## config.mk

```make
export PLATFORM = sky130hd
export DESIGN_NAME = button_debounce_press_hold
export DESIGN_NICKNAME = d
export VERILOG_FILES = /design/src/sv/bdph_pkg.sv /design/src/sv/bdph_cfg.sv /design/src/sv/bdph_update.sv /design/src/sv/button_debounce_press_hold.sv
export SDC_FILE = /design/constraint.sdc
export NUM_CORES = 1
export LEC_CHECK = 0
export ABC_AREA = 1
export BUFFER_PORTS_ARGS = -buffer_cell sky130_fd_sc_hd__buf_4
export CORE_ASPECT_RATIO = 1.5
export CORE_MARGIN = 8
export CORE_UTILIZATION = 36
export CTS_BUF_LIST = sky130_fd_sc_hd__clkbuf_16
export DETAILED_ROUTE_END_ITERATION = 16
export GPL_ROUTABILITY_DRIVEN = 0
export PLACE_DENSITY_LB_ADDON = 0.1
export REMOVE_ABC_BUFFERS = 1
export SYNTH_ARGS = -nofsm -noshare
export SYNTH_HDL_FRONTEND = slang
export SYNTH_SLANG_ARGS = --single-unit
```

## constraint.sdc

```tcl
create_clock -name clk -period 14.32 [get_ports clk]
set_input_delay 2.148 -clock clk [delete_from_list [all_inputs] [get_ports clk]]
set_output_delay 2.148 -clock clk [all_outputs]
set_load 0.01 [all_outputs]
```

## src/sv/bdph_pkg.sv

```systemverilog
// Package for the press/hold button debouncer.
// Types, register indexes and code constants; no dependencies.
package bdph_pkg;

  localparam int unsigned CfgIdxW = 8;
  localparam int unsigned CfgDataW = 16;

  localparam logic [15:0] CodeIdle = 16'h0000;
  localparam logic [15:0] CodeFirst = 16'h0001;
  localparam logic [15:0] CodeRestart = 16'h0002;
  localparam logic [15:0] CodeWrap = 16'hfffe;
  localparam logic [15:0] CodeRelease = 16'hffff;
  localparam logic [7:0] DelayReset = 8'd10;
  localparam logic [15:0] HoldReset = 16'd0;

  typedef enum logic [CfgIdxW-1:0] {
    REG_SETTLE_MS = 8'd0,
    REG_HOLD_EXTRA = 8'd1
  } reg_idx_t;

  typedef struct packed {
    logic [7:0] settle_ms;
    logic [15:0] hold_extra;
  } cfg_t;

  typedef struct packed {
    logic prev_level;
    logic [31:0] change_time;
    logic [15:0] code;
  } state_t;

  typedef struct packed {
    logic just_pressed;
    logic just_released;
    logic is_held;
    logic [15:0] press_code;
  } result_t;

endpackage

```

## src/sv/bdph_cfg.sv

```systemverilog
// Configuration register bank for the debouncer.
// Depends on bdph_pkg.
module bdph_cfg (
  input  logic clk,
  input  logic rst_n,
  input  logic cfg_valid,
  output logic cfg_ready,
  input  logic [bdph_pkg::CfgIdxW-1:0] cfg_index,
  input  logic [bdph_pkg::CfgDataW-1:0] cfg_data,
  output bdph_pkg::cfg_t cfg
);
  import bdph_pkg::*;

  cfg_t cfg_r;
  cfg_t cfg_nxt;

  assign cfg_ready = 1'b1;
  assign cfg = cfg_r;

  always_comb begin
    cfg_nxt = cfg_r;
    if (cfg_valid) begin
      unique case (cfg_index)
        REG_SETTLE_MS:  cfg_nxt.settle_ms = cfg_data[7:0];
        REG_HOLD_EXTRA: cfg_nxt.hold_extra = cfg_data[15:0];
        default:        cfg_nxt = cfg_r;
      endcase
    end
  end

  always_ff @(posedge clk) begin
    if (!rst_n) begin
      cfg_r.settle_ms <= DelayReset;
      cfg_r.hold_extra <= HoldReset;
    end else begin
      cfg_r <= cfg_nxt;
    end
  end

endmodule

```

## src/sv/bdph_update.sv

```systemverilog
// Next-state and flag logic for one sample: settling timer, press code step.
// Depends on bdph_pkg.
module bdph_update (
  input  bdph_pkg::cfg_t cfg,
  input  bdph_pkg::state_t st,
  input  logic pin_level,
  input  logic [31:0] now_ms,
  output bdph_pkg::state_t st_nxt,
  output bdph_pkg::result_t res
);
  import bdph_pkg::*;

  logic [31:0] start_time;
  logic [31:0] elapsed;
  logic settled;
  logic [15:0] code_nxt;
  logic [16:0] held_limit;

  assign start_time = (pin_level != st.prev_level) ? now_ms : st.change_time;
  assign elapsed = now_ms - start_time;
  assign settled = elapsed > {24'd0, cfg.settle_ms};

  always_comb begin
    code_nxt = st.code;
    if (settled) begin
      if (!pin_level) begin
        if (st.code < CodeWrap) begin
          code_nxt = st.code + 16'd1;
        end else if (st.code == CodeWrap) begin
          code_nxt = CodeRestart;
        end
      end else if (st.code != CodeIdle) begin
        code_nxt = (st.code == CodeRelease) ? CodeIdle : CodeRelease;
      end
    end
  end

  assign st_nxt.prev_level = pin_level;
  assign st_nxt.change_time = start_time;
  assign st_nxt.code = code_nxt;

  assign held_limit = {1'b0, cfg.hold_extra} + 17'd1;
  assign res.just_pressed = code_nxt == CodeFirst;
  assign res.just_released = code_nxt == CodeRelease;
  assign res.is_held = ({1'b0, code_nxt} > held_limit) && (code_nxt != CodeRelease);
  assign res.press_code = code_nxt;

endmodule

```

## src/sv/button_debounce_press_hold.sv

```systemverilog
// Press/hold debouncer top level: input register, state and result register.
// Depends on bdph_pkg, bdph_cfg and bdph_update.
// One pin sample is taken per cycle while in_stall is low; its result passes
// through the input register, then the result register. The state update, a
// 32-bit timestamp subtract and compare followed by a 16-bit code step, is
// combinational between them. in_stall rises only while both registers hold a
// request and out_stall is high. cfg_ready is always high; write the
// registers only while no sample is in flight.
module button_debounce_press_hold (
  input  logic clk,
  input  logic rst_n,
  input  logic in_valid,
  output logic in_stall,
  input  logic in_pin_level,
  input  logic [31:0] in_now_ms,
  output logic out_valid,
  input  logic out_stall,
  output logic out_just_pressed,
  output logic out_just_released,
  output logic out_is_held,
  output logic [15:0] out_press_code,
  input  logic cfg_valid,
  output logic cfg_ready,
  input  logic [bdph_pkg::CfgIdxW-1:0] cfg_index,
  input  logic [bdph_pkg::CfgDataW-1:0] cfg_data
);
  import bdph_pkg::*;

  cfg_t cfg;
  state_t st_r;
  state_t st_nxt;
  result_t res_nxt;
  result_t res_r;

  logic in_valid_r;
  logic in_level_r;
  logic [31:0] in_now_r;
  logic out_valid_r;
  logic out_free;
  logic advance;
  logic in_take;

  bdph_cfg u_cfg (
    .clk       (clk),
    .rst_n     (rst_n),
    .cfg_valid (cfg_valid),
    .cfg_ready (cfg_ready),
    .cfg_index (cfg_index),
    .cfg_data  (cfg_data),
    .cfg       (cfg)
  );

  bdph_update u_update (
    .cfg       (cfg),
    .st        (st_r),
    .pin_level (in_level_r),
    .now_ms    (in_now_r),
    .st_nxt    (st_nxt),
    .res       (res_nxt)
  );

  assign out_free = !out_valid_r || !out_stall;
  assign advance = in_valid_r && out_free;
  assign in_stall = in_valid_r && !out_free;
  assign in_take = in_valid && !in_stall;

  always_ff @(posedge clk) begin
    if (!rst_n) begin
      in_valid_r <= 1'b0;
    end else if (!in_stall) begin
      in_valid_r <= in_valid;
    end
  end

  always_ff @(posedge clk) begin
    if (in_take) begin
      in_level_r <= in_pin_level;
      in_now_r <= in_now_ms;
    end
  end

  always_ff @(posedge clk) begin
    if (!rst_n) begin
      st_r.prev_level <= 1'b1;
      st_r.change_time <= 32'd0;
      st_r.code <= CodeIdle;
    end else if (advance) begin
      st_r <= st_nxt;
    end
  end

  always_ff @(posedge clk) begin
    if (!rst_n) begin
      out_valid_r <= 1'b0;
    end else if (out_free) begin
      out_valid_r <= in_valid_r;
    end
  end

  always_ff @(posedge clk) begin
    if (advance) begin
      res_r <= res_nxt;
    end
  end

  assign out_valid = out_valid_r;
  assign out_just_pressed = res_r.just_pressed;
  assign out_just_released = res_r.just_released;
  assign out_is_held = res_r.is_held;
  assign out_press_code = res_r.press_code;

  a_stall_only_when_full: assert property (@(posedge clk) disable iff (!rst_n)
    in_stall |-> (in_valid_r && out_valid_r))
    else $error("in_stall without both stages occupied");

  a_advance_fills_out: assert property (@(posedge clk) disable iff (!rst_n)
    advance |=> out_valid_r)
    else $error("request lost between stages");

  a_idle_leaves_to_first: assert property (@(posedge clk) disable iff (!rst_n)
    (st_r.code == CodeIdle) |=> (st_r.code == CodeIdle || st_r.code == CodeFirst))
    else $error("idle code left to other than first press");

  a_release_leaves_to_idle: assert property (@(posedge clk) disable iff (!rst_n)
    (st_r.code == CodeRelease) |=> (st_r.code == CodeRelease || st_r.code == CodeIdle))
    else $error("release code left to other than idle");

  a_flags_exclusive: assert property (@(posedge clk) disable iff (!rst_n)
    out_valid_r |-> !(res_r.is_held && (res_r.just_pressed || res_r.just_released)))
    else $error("held flag overlaps press or release");

endmodule
```

==> reports/qor.json <==
{
  "layout": {
    "diodes": 0,
    "flow.area_growth_from_synthesis_pct": 16.0,
    "post_route_cells_drive_above_1_share_pct": 13.5,
    "final_core_util_pct": 42.3,
    "filler_cell_count_in_the_final_layout": 2616,
    "nNetsFinal": 1448
  },
  "die": {
    "die_height_um": 208,
    "num_rows": 70,
    "initial_utilization_pct": 36.5,
    "design.portCount": 84,
    "core_area_um2": 24300,
    "die_area_um2": 30000,
    "die_w_um": 144
  },
  "synth": {
    "synth_compound_gate_area_share_pct": 15.9,
    "synth_top_family_by_area": "simple AND/OR/NAND/NOR gates",
    "syn-mean-instance-area_um2": 7.00,
    "synth-simple-area-share_pct": 27.7,
    "synth_sequential_area_ratio_pct": 34.6,
    "post_synth_instance_area_um2": 8860,
    "yosys_warning_count": 0,
    "synth.ff_latch_count": 127,
    "synth_adder_area_share_pct": 6.78,
    "number_of_enable_flip_flop_cells_after_synthesis": 52,
    "synth_ff_type": "sky130_fd_sc_hd__dfxtp_1",
    "netlist_cell_types": 48,
    "parity_gate_share_of_the_synthesized_area_counting_xor_and_xnor_cells_pct": 1.88,
    "asyncSetResetFlopFracSynth_pct": 0,
    "synthCells": 1265,
    "post_synth_mux_area_share_pct": 2.03
  },
  "route": {
    "totalWireLength_um": 26500,
    "dr.first_iter.drc_count": 310,
    "post_drt_wl_per_cell_um": 15.8,
    "route.detailed.drc": 0,
    "drt_pass_1_iters": 5,
    "post_drt_via_cell_ratio": 4.97,
    "ant_nets": 0,
    "detailroute.via_count": 8320
  },
  "critical_path": {
    "timing.setup.critical_path_class": "register to register",
    "regToRegEndpoint": "out_is_held",
    "critPathMostFrequentCell": "sky130_fd_sc_hd__nand2_1",
    "cell_depth_of_the_worst_setup_path": 35,
    "timing.critical_path.from_type": "register",
    "flop_to_flop_setup_slack_ns": 8.18,
    "crit-reg2reg-launch": "in_level_r",
    "critPathArrivalTime_ns": 6.32,
    "critPathBufInv": 3,
    "path_delay_family": "simple AND/OR/NAND/NOR gates",
    "worst-r2r-cell-count": 35,
    "critical_path.endpoint_type": "register",
    "max_stage_delay_ns": 0.59,
    "worst_ep_required_time_ns": 14.50,
    "path_max_fanout": 40,
    "timing.critical_path.slowest_stage_cell": "sky130_fd_sc_hd__edfxtp_1"
  },
  "power": {
    "pwr-share-comb_pct": 28.4,
    "power.ir.vdd_worst_uv": 84.8,
    "total_power_mw": 1.11,
    "swShare_pct": 34.0,
    "clock_network_power_share_pct": 34.4,
    "p_leak_nw": 4.86,
    "power.density_nw_per_um2": 108,
    "net-switching-power_mw": 0.378,
    "power_frac_seq_pct": 37.2,
    "internal_power_component_mw": 0.734
  },
  "timing": {
    "final.setup_skew_ns": 0.00992,
    "final_period_minus_worst_setup_slack_ns": 6.14,
    "drv_slew": 0,
    "grt_setup_unrepaired": "no",
    "total_of_endpoints_with_negative_setup_slack_in_the_final_report": 0,
    "fin_setup_tns_ns": 0,
    "fmaxAchievable_mhz": 163,
    "max_slew.worst_pin.slew_ns": 0.987,
    "timing.final.hold_violations": 0,
    "timing.slew.headroom_pct": 34.2,
    "worst_hold_slack_ns": 0.484,
    "timing.final.crit_share_pct": 42.9,
    "worst_slack_ns": 8.18
  },
  "min_path": {
    "timing.hold.worst.start": "u_cfg.cfg[18]",
    "whs_path_depth": 2,
    "timing.hold.worst.class": "register to register",
    "holdPathEnd": "u_cfg.cfg[18]"
  },
  "global_routing": {
    "pin_count_of_the_biggest_net_entering_global_routing": 77,
    "grt_overflow": 0,
    "grt_antenna_before_repair": 0,
    "grt_pass1_vias": 8481,
    "first_pass_grt_wire_length_um": 41900,
    "grt.total_usage_pct": 18.1
  },
  "cts": {
    "ctsRootBufferMaster": "sky130_fd_sc_hd__clkbuf_16",
    "cts-buffers-inserted": 17,
    "clk_pin_slew_ns": 0.06,
    "postCtsSetupBuffers": 0,
    "ctsResizeCount": 0,
    "htree_levels": 4,
    "tritoncts": "done",
    "worstSkewPairLatency_ns": 0.42,
    "cts.path.max_buffers": 2,
    "postCtsHoldBufs": 0,
    "tritoncts_sinks": 127
  },
  "status": {
    "result_of_the_run": "complete, no violations"
  },
  "placed_design": {
    "post-dp-hpwl_um": 21000,
    "place_worst_setup_slack_ns": 8.21,
    "total_of_buffers_placed_on_input_and_output_ports": 82
  },
  "run": {
    "max_cap_viol_count": 0
  }
}
==> worst max path at each step <==
stage / from / end / slack, ns
6_report: in_level_r / out_is_held / 8.18
5_1_grt: in_level_r / out_is_held / 7.42
4_1_cts: in_level_r / out_is_held / 8.16
3_5_place_dp: in_level_r / out_is_held / 8.21
3_3_place_gp: in_level_r / out_is_held / 8.36
2_1_floorplan: out_stall / st_r[12] / 7.66
==> synth_stat cells (all sizes together) (5+ instances only) <==
| master | count | area, µm² |
|---|---|---|
| nand2 | 301 | 1180 |
| inv | 217 | 815 |
| o21ai | 112 | 602 |
| nor2 | 110 | 443 |
| a21oi | 88 | 448 |
| nand3 | 80 | 450 |
| dfxtp | 75 | 1500 |
| edfxtp | 52 | 1560 |
| ha | 48 | 601 |
| nor3 | 28 | 155 |
| o211ai | 26 | 195 |
| clkbuf | 22 | 82.6 |
| nand4 | 22 | 138 |
| mux2i | 18 | 180 |
| xor2 | 14 | 123 |
| buf | 11 | 81.3 |
| nand3b | 5 | 37.5 |
| nor4 | 5 | 31.3 |
| xnor2 | 5 | 43.8 |
==> cells by family (layout without fill, tap and decap cells) <==
kind of cell               after synthesis  after routing
other                                    1              1
and+or+nand+nor                        554            554
DFF                                    127            127
adders and majority gates               48             48
buffers and inverters                  250            336
AOI/OAI and AO/OA                      248            248
xor gates and xnor gates                19             19
muxes                                   18             18
==> per-layer routing <==
layer / share of wire [%] / up-vias / global-route usage, %
li1: - / 4328 / -
met1: 35 / 3796 / 16.0
met2: 59 / 140 / 37.0
met3: 2.9 / 56 / 2.91
met4: 3.6 / 0 / 8.88
met5: 0 / - / 0
==> power by group through the flow <==
stage	clock [mW]	combinational, mW	sequential, mW
global route	0.407	0.358	0.415
finish	0.383	0.316	0.413
detailed placement	0	0.316	0.421
global placement	0	0.314	0.421
CTS	0.394	0.318	0.413
floorplan	0	0.218	0.418
==> flip-flops by register name, summed over array words and instances, names as in the netlist <==
register and flops:
out_just_pressed 1, in_valid_r 1, out_is_held 1, in_level_r 1, u_cfg.cfg 24, out_just_released 1
st_r 49, out_press_code 16, in_now_r 32, out_valid 1
==> through the flow <==
| step | instance area (µm²) | instances |
|---|---|---|
| 5_1_grt | 10300 | 1675 |
| 2_1_floorplan | 8690 | 1232 |
| 4_1_cts | 10300 | 1675 |
| 3_3_place_gp | 9760 | 1643 |
| 3_5_place_dp | 9760 | 1643 |
| 6_report | 10300 | 1675 |
==> cell usage in the layout (no fill, tap or decap), types with 22 or more instances in the layout <==
| cell | n |
|---|---|
| sky130_fd_sc_hd__edfxtp_1 | 52 |
| sky130_fd_sc_hd__a21oi_1 | 86 |
| sky130_fd_sc_hd__nand4_1 | 22 |
| sky130_fd_sc_hd__o211ai_1 | 26 |
| sky130_fd_sc_hd__nand3_1 | 70 |
| sky130_fd_sc_hd__ha_1 | 48 |
| sky130_fd_sc_hd__dfxtp_1 | 75 |
| sky130_fd_sc_hd__inv_1 | 205 |
| sky130_fd_sc_hd__buf_4 | 87 |
| sky130_fd_sc_hd__o21ai_0 | 92 |
| sky130_fd_sc_hd__nor2_1 | 99 |
| sky130_fd_sc_hd__nor3_1 | 25 |
| sky130_fd_sc_hd__nand2_1 | 284 |
==> cell type report <==
cell class | instances | area (µm²) | area share (%)
Tap cell | 324 | 405 | 3.95
Sequential cell | 127 | 3060 | 29.8
Clock buffer | 18 | 450 | 4.39
Timing Repair Buffer | 87 | 653 | 6.36
Inverter | 217 | 815 | 7.93
Multi-Input combinational cell | 888 | 4820 | 46.9
Clock inverter | 14 | 62.6 | 0.609
==> worst reg2reg max path: cells and delay by family (launching register included) <==
family	cells	cell delay, ns
AOI/OAI and AO/OA	6	0.95
xor gates and xnor gates	1	0.18
adders and majority gates	4	1.04
buffers and inverters	3	0.26
DFF	1	0.59
and+or+nand+nor	21	2.88
Power figures use the tool's default switching activity.
